**src/rtl/sdte_pkg.sv**
```systemverilog
package sdte_pkg;

  localparam logic signed [31:0] TAG_MIN = 32'sh8000_0000;
  localparam logic signed [31:0] TAG_MAX = 32'sh7fff_ffff;

  typedef struct packed {
    logic signed [31:0] tag_value;
    logic               last_item;
  } in_t;

  typedef struct packed {
    logic signed [31:0] distinct_value;
    logic               last_value;
    logic               overflow;
  } out_t;

  typedef struct packed {
    logic init;
    logic cmp;
  } scan_ctl_t;

endpackage

```
**src/rtl/sdte_store.sv**
```systemverilog
module sdte_store #(
  parameter int DEPTH = 64,
  parameter int AW    = 6
) (
  input  logic          clk,
  input  logic          wr_en,
  input  logic [AW-1:0] wr_addr,
  input  logic [31:0]   wr_data,
  input  logic          rd_en,
  input  logic [AW-1:0] rd_addr,
  output logic [31:0]   rd_data_r
);

  logic [31:0] mem [DEPTH];

  always_ff @(posedge clk) begin
    if (wr_en) begin
      mem[wr_addr] <= wr_data;
    end
  end

  always_ff @(posedge clk) begin
    if (rd_en) begin
      rd_data_r <= mem[rd_addr];
    end
  end

endmodule

```
**src/rtl/sdte_scan_unit.sv**
```systemverilog
module sdte_scan_unit (
  input  logic                     clk,
  input  sdte_pkg::scan_ctl_t      ctl,
  input  logic signed [31:0]       prev,
  input  logic signed [31:0]       data,
  output logic signed [31:0]       best_r
);

  import sdte_pkg::*;

  logic signed [31:0] best_nxt;

  always_comb begin
    best_nxt = best_r;
    if (ctl.init) begin
      best_nxt = TAG_MAX;
    end else if (ctl.cmp && (data > prev) && (data < best_r)) begin
      best_nxt = data;
    end
  end

  always_ff @(posedge clk) begin
    best_r <= best_nxt;
  end

endmodule

```
**src/rtl/sorted_distinct_tag_extractor.sv**
```systemverilog
// Loads a list of signed 32-bit tags, one per transaction, until a transaction
// marked last_item arrives; the block then emits every distinct tag once in
// ascending order, flagging the largest with last_value. Up to STORE_DEPTH
// tags are kept; further ones are dropped and every result of that run shows
// overflow. The most negative and most positive 32-bit values are stored but
// never emitted. During loading in_ready stays high, so a tag is accepted
// whenever in_valid is high. Extraction runs one pass of a single shared
// compare unit over the store per distinct value, plus a final pass that
// finds none left, reading one entry a cycle through the store's read port.
// in_ready rises again after the final pass. A finished pass waits while
// the result register holds a result not yet taken. A result register
// decouples the output, so a pass continues while a result waits to be taken.
module sorted_distinct_tag_extractor #(
  parameter int STORE_DEPTH = 64
) (
  input  logic           clk,
  input  logic           rst_n,
  input  logic           in_valid,
  output logic           in_ready,
  input  sdte_pkg::in_t  in_data,
  output logic           out_valid,
  input  logic           out_ready,
  output sdte_pkg::out_t out_data
);

  import sdte_pkg::*;

  localparam int AW = (STORE_DEPTH > 1) ? $clog2(STORE_DEPTH) : 1;
  localparam int FW = $clog2(STORE_DEPTH + 1);

  localparam logic [1:0] ST_LOAD   = 2'd0;
  localparam logic [1:0] ST_SCAN   = 2'd1;
  localparam logic [1:0] ST_DRAIN  = 2'd2;
  localparam logic [1:0] ST_DECIDE = 2'd3;

  logic [1:0]         state_r, state_nxt;
  logic [FW-1:0]      fill_r, fill_nxt;
  logic               ovf_r, ovf_nxt;
  logic [AW-1:0]      rd_addr_r, rd_addr_nxt;
  logic               rd_vld_r;
  logic signed [31:0] prev_r, prev_nxt;
  logic signed [31:0] pend_r, pend_nxt;
  logic               pend_vld_r, pend_vld_nxt;
  logic               out_vld_r, out_vld_nxt;
  out_t               out_r, out_nxt;

  logic               in_acc;
  logic               has_room;
  logic               wr_en;
  logic               rd_en;
  logic               out_free;
  logic               none_left;
  logic [31:0]        rd_data;
  logic signed [31:0] best;
  scan_ctl_t          ctl;

  assign in_ready  = (state_r == ST_LOAD);
  assign in_acc    = in_valid && in_ready;
  assign has_room  = (fill_r < FW'(STORE_DEPTH));
  assign wr_en     = in_acc && has_room;
  assign rd_en     = (state_r == ST_SCAN);
  assign out_free  = !out_vld_r || out_ready;
  assign none_left = (best == TAG_MAX);
  assign out_valid = out_vld_r;
  assign out_data  = out_r;

  assign ctl.init = (state_r == ST_SCAN) && (rd_addr_r == '0);
  assign ctl.cmp  = rd_vld_r;

  sdte_store #(
    .DEPTH (STORE_DEPTH),
    .AW    (AW)
  ) u_store (
    .clk       (clk),
    .wr_en     (wr_en),
    .wr_addr   (fill_r[AW-1:0]),
    .wr_data   (in_data.tag_value),
    .rd_en     (rd_en),
    .rd_addr   (rd_addr_r),
    .rd_data_r (rd_data)
  );

  sdte_scan_unit u_scan (
    .clk    (clk),
    .ctl    (ctl),
    .prev   (prev_r),
    .data   ($signed(rd_data)),
    .best_r (best)
  );

  always_comb begin
    state_nxt    = state_r;
    fill_nxt     = fill_r;
    ovf_nxt      = ovf_r;
    rd_addr_nxt  = rd_addr_r;
    prev_nxt     = prev_r;
    pend_nxt     = pend_r;
    pend_vld_nxt = pend_vld_r;
    out_vld_nxt  = out_vld_r && !out_ready;
    out_nxt      = out_r;

    case (state_r)
      ST_LOAD: begin
        if (in_acc) begin
          if (has_room) begin
            fill_nxt = fill_r + FW'(1);
          end else begin
            ovf_nxt = 1'b1;
          end
          if (in_data.last_item) begin
            state_nxt    = ST_SCAN;
            rd_addr_nxt  = '0;
            prev_nxt     = TAG_MIN;
            pend_vld_nxt = 1'b0;
          end
        end
      end
      ST_SCAN: begin
        if (rd_addr_r == AW'(fill_r - FW'(1))) begin
          state_nxt = ST_DRAIN;
        end else begin
          rd_addr_nxt = rd_addr_r + AW'(1);
        end
      end
      ST_DRAIN: begin
        state_nxt = ST_DECIDE;
      end
      ST_DECIDE: begin
        if (!pend_vld_r || out_free) begin
          if (pend_vld_r) begin
            out_vld_nxt            = 1'b1;
            out_nxt.distinct_value = pend_r;
            out_nxt.last_value     = none_left;
            out_nxt.overflow       = ovf_r;
          end
          if (none_left) begin
            state_nxt    = ST_LOAD;
            fill_nxt     = '0;
            ovf_nxt      = 1'b0;
            prev_nxt     = TAG_MIN;
            pend_vld_nxt = 1'b0;
          end else begin
            state_nxt    = ST_SCAN;
            rd_addr_nxt  = '0;
            prev_nxt     = best;
            pend_nxt     = best;
            pend_vld_nxt = 1'b1;
          end
        end
      end
      default: begin
        state_nxt = ST_LOAD;
      end
    endcase
  end

  always_ff @(posedge clk) begin
    if (!rst_n) begin
      state_r    <= ST_LOAD;
      fill_r     <= '0;
      ovf_r      <= 1'b0;
      rd_vld_r   <= 1'b0;
      pend_vld_r <= 1'b0;
      out_vld_r  <= 1'b0;
      prev_r     <= TAG_MIN;
    end else begin
      state_r    <= state_nxt;
      fill_r     <= fill_nxt;
      ovf_r      <= ovf_nxt;
      rd_vld_r   <= rd_en;
      pend_vld_r <= pend_vld_nxt;
      out_vld_r  <= out_vld_nxt;
      prev_r     <= prev_nxt;
    end
  end

  always_ff @(posedge clk) begin
    rd_addr_r <= rd_addr_nxt;
    pend_r    <= pend_nxt;
    out_r     <= out_nxt;
  end

endmodule
```
**config.mk**
```make
export PLATFORM = sky130hd
export DESIGN_NAME = sorted_distinct_tag_extractor
export DESIGN_NICKNAME = d
export VERILOG_FILES = /design/src/rtl/sdte_pkg.sv /design/src/rtl/sdte_store.sv /design/src/rtl/sdte_scan_unit.sv /design/src/rtl/sorted_distinct_tag_extractor.sv
export SDC_FILE = /design/constraint.sdc
export NUM_CORES = 2
export LEC_CHECK = 0
export BUFFER_PORTS_ARGS = -buffer_cell sky130_fd_sc_hd__buf_2
export CORE_MARGIN = 3
export CORE_UTILIZATION = 28
export CTS_CLUSTER_DIAMETER = 80
export CTS_CLUSTER_SIZE = 30
export DETAILED_ROUTE_END_ITERATION = 10
export GPL_TIMING_DRIVEN = 0
export SLEW_MARGIN = 20
export SYNTH_ARGS = -nofsm -noshare
export SYNTH_HDL_FRONTEND = slang
export SYNTH_SLANG_ARGS = --single-unit
export TNS_END_PERCENT = 20
```
**constraint.sdc**
```tcl
create_clock -name clk -period 5.75 [get_ports clk]
set_input_delay 1.15 -clock clk [delete_from_list [all_inputs] [get_ports clk]]
set_output_delay 1.15 -clock clk [all_outputs]
set_load 0.01 [all_outputs]
```
# Word-level counts from Yosys, hierarchy flattened
# Memory sizes are Yosys's and may differ from the RTL's. A register that Yosys moved wholly into a read port is not among the register bits.
# Cells that the tools add are included.
[classes]
n_addsub = 3
n_lt_le_gt_ge = 3
eq_ne = 14
muxes = 37
n_bitwise = 1
reduce_logical = 22
[ops]
columns = ["cell", "n"]
rows = [
  ["two-way mux 32 bit", 4],
  ["case mux 32 bit (2 select lines)", 1],
  ["== test 32 bit, second input constant", 1],
  ["greater-than comparator 32 bit", 1],
  ["less-than comparator 32 bit", 1],
  ["two-way mux 6 bit", 5],
  ["two-way mux 7 bit", 4],
  ["case mux 6 bit (3 select lines)", 1],
  ["two-way mux 1 bit", 14],
  ["case mux 7 bit (2 select lines)", 1],
  ["!= test 2 bit, second input constant", 5],
  ["AND reduction 5 bit", 2],
  ["two-way mux 2 bit", 4],
  ["!= test 2 x 1 -> 1 bit, second input constant", 4],
  ["case mux 2 bit (4 select lines)", 1],
  ["AND reduction 4 bit", 2],
  ["adder 7 x 1 -> 7 bit, second input constant", 1],
  ["less-than comparator 7 bit, second input constant", 1],
  ["adder 6 x 1 -> 6 bit, second input constant", 1],
  ["== test 6 bit", 1],
  ["logical AND 1 bit", 6],
  ["zero test 6 bit", 1],
  ["AND reduction 3 bit", 2],
  ["AND reduction 6 bit", 1],
  ["other kinds (10)", 15],
]
[word_totals]
register_bits = 149
ram_bits = 2048
in_bits = 37
out_inout_bits = 36
memories = 1
[memory_table]
columns = ["memory", "depth", "width", "read_ports", "rd_clocked_by_memory_dff", "write_ports", "line", "source"]
rows = [
  ["u_store.mem", 64, 32, 1, 1, 1, "sdte_store.sv:14", "logic [31:0] mem [DEPTH];"],
]

# Logic depth before layout (Yosys ltp)
[depth]
ltp_word = 5
depth_mapped = 12
ltp_nobuf = 10

# By module
# A second synthesis with hierarchy kept.
[hier_totals]
cells_unflattened = 3978
hier_area_um2 = 85987.5
[modules_own_cells]
columns = ["module", "instances", "cells_each", "area_each_um2", "seq_area_each_um2"]
rows = [
  ["sdte_store", 1, 3324, 78835.6, 62459.9],
  ["sorted_distinct_tag_extractor", 1, 287, 4224.1, 3062.9],
  ["sdte_scan_unit", 1, 367, 2927.8, 640.6],
]

# Worst setup path after synthesis
# No wires, ideal clock.
[synth_timing]
kind = "input -> register"
start = "input port out_ready"
end = "register prev_r[31]"
arrival_ns = 4.646
t_required_ns = 5.626
setup_slack_ns = 0.980
stages = 6
n_path_buf = 1
cell_sequence = "nor2b_1 a21boi_0 a21boi_1 clkbuf_1 a22o_1 nand2_1"
[synth_between]
elab_chain_cells = 4
[synth_lines]
columns = ["item", "line", "source"]
rows = [
  ["from (decl)", "sorted_distinct_tag_extractor.sv:22", "input logic out_ready,"],
  ["logical OR 1 bit", "sorted_distinct_tag_extractor.sv:62", "assign out_free = !out_vld_r || out_ready;"],
  ["logical OR 1 bit", "sorted_distinct_tag_extractor.sv:129", "if (!pend_vld_r || out_free) begin"],
  ["!= test 2 bit (no line)", "--", ""],
  ["AND reduction 4 bit (no line)", "--", ""],
  ["to (signal assigned)", "sorted_distinct_tag_extractor.sv:173", "prev_r <= prev_nxt;"],
  ["to (decl)", "sorted_distinct_tag_extractor.sv:41", "logic signed [31:0] prev_r, prev_nxt;"],
]
# Every way passes these cells.
# A chain may end at the register's enable or synchronous reset.

==> impl_metrics.tcl <==
set metrics [dict create \
    status "completed" \
    clock_sinks 2229 \
    drc 0 \
    initial_utilization_pct 28.2 \
    fin_ws_ps 1050 \
    hold_path.class "register to register" \
    dr.pass1.iters 8 \
    yosys_warnings 0 \
    fill_cells 28800 \
    grtUsageTotal_pct 14.8 \
    syn_area_um2 86200 \
    port_buffers 71 \
    synthCells 3864 \
    io_pins 73 \
    die_y_um 561 \
    cp_top_family "buffers and inverters" \
    crit_arrival_ps 5140 \
    worstPathRequired_ps 6200 \
    worstSetupPathType "register to register" \
    clk_pin_slew_worst_paths_ps 120 \
    place_congestion 0.879 \
    htree_levels 3 \
    slowest_delay_ps 900 \
    cts_resized 0 \
    drt-initial-drc-count 6175 \
    synth_edf_count 2152 \
    synthesis.nets 3971 \
    start_kind "register" \
    max-vdd-ir-drop_uv 302 \
    seqPwrFrac_pct 44.7 \
    endpoint_kind "register" \
    ys_types 60 \
    power_frac_comb_pct 35.6 \
    die_area_um2 315000 \
    ctsHoldBuffers 0 \
    via_per_inst 5.06 \
    antenna_found_initial 34 \
    grt_overflow_total 0 \
    slew_headroom_pct 20.5 \
    path_cells "buf_2, buf_2, clkbuf_1, clkbuf_1, mux4_2, mux4_2, o22ai_1, a21oi_1" \
    cp.buffers_inverters 4 \
    regArea_um2 66200 \
    p_clk_share_pct 19.7 \
    syn_area_per_cell_um2 22.3 \
    fin_util_pct 32.0 \
    cpMaxStageDelayCell "clkbuf_1" \
    ys.flop_type "edfxtp_1" \
    cts_setup_buffers 0 \
    grt_pass1_vias 41200 \
    num_vias 41900 \
    nets 4249 \
    ys_seq_area_share_pct 76.8 \
    setup_viol 0 \
    crit_fanout 10 \
    drive_gt1_share_pct 26.6 \
    rsz0062_at_grt "no" \
    routedWlPerCell_um 28.6 \
    routed_wl_mm 237 \
    synth-seq-cells 2229 \
    worst_pin_slew_ps 1190 \
    clkLatencyLatePin_ps 770 \
    timing.final.crit_period_ps 4700 \
    grt_max_degree 65 \
    power_uw 42200 \
    dp_slack_ps 1060 \
    p_int_uw 27500 \
    p_leak_uw 0.0292 \
    area_growth_pct 13.5 \
    synthArstFlopShare_pct 0 \
    ant_nets 0 \
    max_cap_violations 0 \
    finalCritPeriodShare_pct 81.7 \
    fp-row-count 203 \
    max-clock-path-buffers 3 \
    hold_slack_ps 424 \
    multi_input_comb_area_um2 19300 \
    setup_tns_ps 0 \
    power_switching_uw 14700 \
    skew_ps 43.4 \
    cts-root-buf "clkbuf_16" \
    slew_viol_final 0 \
    numCtsBuffers 92 \
    swShare_pct 34.9 \
    die_w_um 561 \
    grt_pass1_wl_mm 330 \
    hold_viol_final 0 \
    core-area_um2 306000 \
    detailed_place_hpwl_mm 160 \
    fmax_mhz 213 \
    cts_tree "yes" \
    p_per_area_nw_per_um2 432 \
]
[cells by family (layout without fill, tap and decap cells)]
| logic type | Yosys count | count (layout) | share of synthesized area [%] |
|---|---|---|---|
| adder cells (fa/ha/maj) | 70 | 70 | 1.02 |
| flip-flops | 2229 | 2229 | 76.8 |
| AO/OA/AOI/OAI | 214 | 214 | 1.69 |
| multiplexers | 689 | 689 | 16.9 |
| other | 0 | 5 | 0 |
| buffers and inverters | 289 | 611 | 1.44 |
| XOR/XNOR | 16 | 16 | 0.163 |
| AND/OR/NAND/NOR | 357 | 357 | 2.06 |
[state kept, by name, summed over array words and instances, names as in the netlist]
name and flops:
u_store.mem 2048, out_data 34, pend_r 32, prev_r 32
u_scan.best_r 32, u_store.rd_data_r 32, fill_r 7, rd_addr_r 6
state_r 2, out_valid 1, ovf_r 1, pend_vld_r 1
rd_vld_r 1
[cell usage after synthesis, types with 5 or more instances]
library cell,n,area [µm²]
buf_4,14,105
a31oi_1,10,62.6
buf_1,21,78.8
o22a_1,9,78.8
nand3_1,73,365
edfxtp_1,2152,64600
nand4_1,19,119
xor2_1,8,70.1
mux2_2,23,259
a221o_1,10,100
o221ai_1,12,105
o21ai_0,42,210
dfxtp_1,77,1540
a21oi_1,33,165
and3_1,7,43.8
o22ai_1,12,75.1
a22oi_1,31,233
nor2b_1,61,382
mux4_2,610,13700
clkbuf_1,104,390
nor2_1,94,353
a21o_1,7,52.6
inv_1,84,315
ha_1,70,876
buf_2,63,315
nor3_1,6,30.0
o21ai_1,5,25.0
nand2_1,64,240
a211oi_1,14,105
mux2i_1,56,561
xnor2_1,8,70.1
[final cells by class]
cell class              instances  area share (%)
flip-flops and latches       2229            67.6
multi-input cells            1346            19.7
well taps                    4100            5.24
repair buffers                184            3.18
clock buffers                 104            2.45
plain buffers                 205           0.964
clock inverters                34           0.487
inverters                      84           0.322
diodes                          5          0.0128
[stage by stage]
step	std cells	instance area [µm²]
after floorplan	3864	86200
after global placement	8035	91700
after detailed placement	8148	94900
after CTS	8286	97800
after global routing	8288	97800
final	8291	97900
[path summary, 6_finish.rpt]
path / from / end / slack [ps] / cells past startpoint
max: rd_addr_r[1] / u_store.rd_data_r[2] / 1050 / 8
min: pend_r[26] / out_data[28] / 420 / 0
max reg2reg: rd_addr_r[1] / u_store.rd_data_r[2] / 1050 / 8
min reg2reg: pend_r[26] / out_data[28] / 420 / 0
[power groups by stage]
stage,logic [µW],registers (µW),clock network (µW)
global route,15800,18900,8970
floorplan,8860,19000,0
finish,15100,18900,8310
global placement,14800,19200,0
detailed placement,15000,19200,0
CTS,15000,18900,8450
[layer usage]
metal / up-vias / GRT usage [%] / wire length, µm
met1: 22800 / 20.2 / 95300
met4: 6 / 4.26 / 7720
met3: 331 / 3.33 / 22400
li1: 16700 / - / -
met5: - / 0 / 53
met2: 2028 / 23.7 / 112000
[cells in the final DEF, fill, tap and decap left out, drive strengths merged, types with 5 or more instances in the layout]
cell type  count
nor2          94
a211oi        14
a31oi         10
mux4         610
nor3           7
clkbuf       210
a22oi         31
a221o         10
o21ai         47
nand4         19
nor2b         61
o221ai        12
dfxtp         77
clkinv        16
edfxtp      2152
nand2         64
a21boi         5
and3           7
o22a           9
a21o           7
ha            70
a21oi         33
diode          5
xnor2          8
mux2          23
nand3         73
xor2           8
buf          283
o22ai         12
mux2i         56
inv           96
Note: power is estimated with default switching activity, not from simulation.
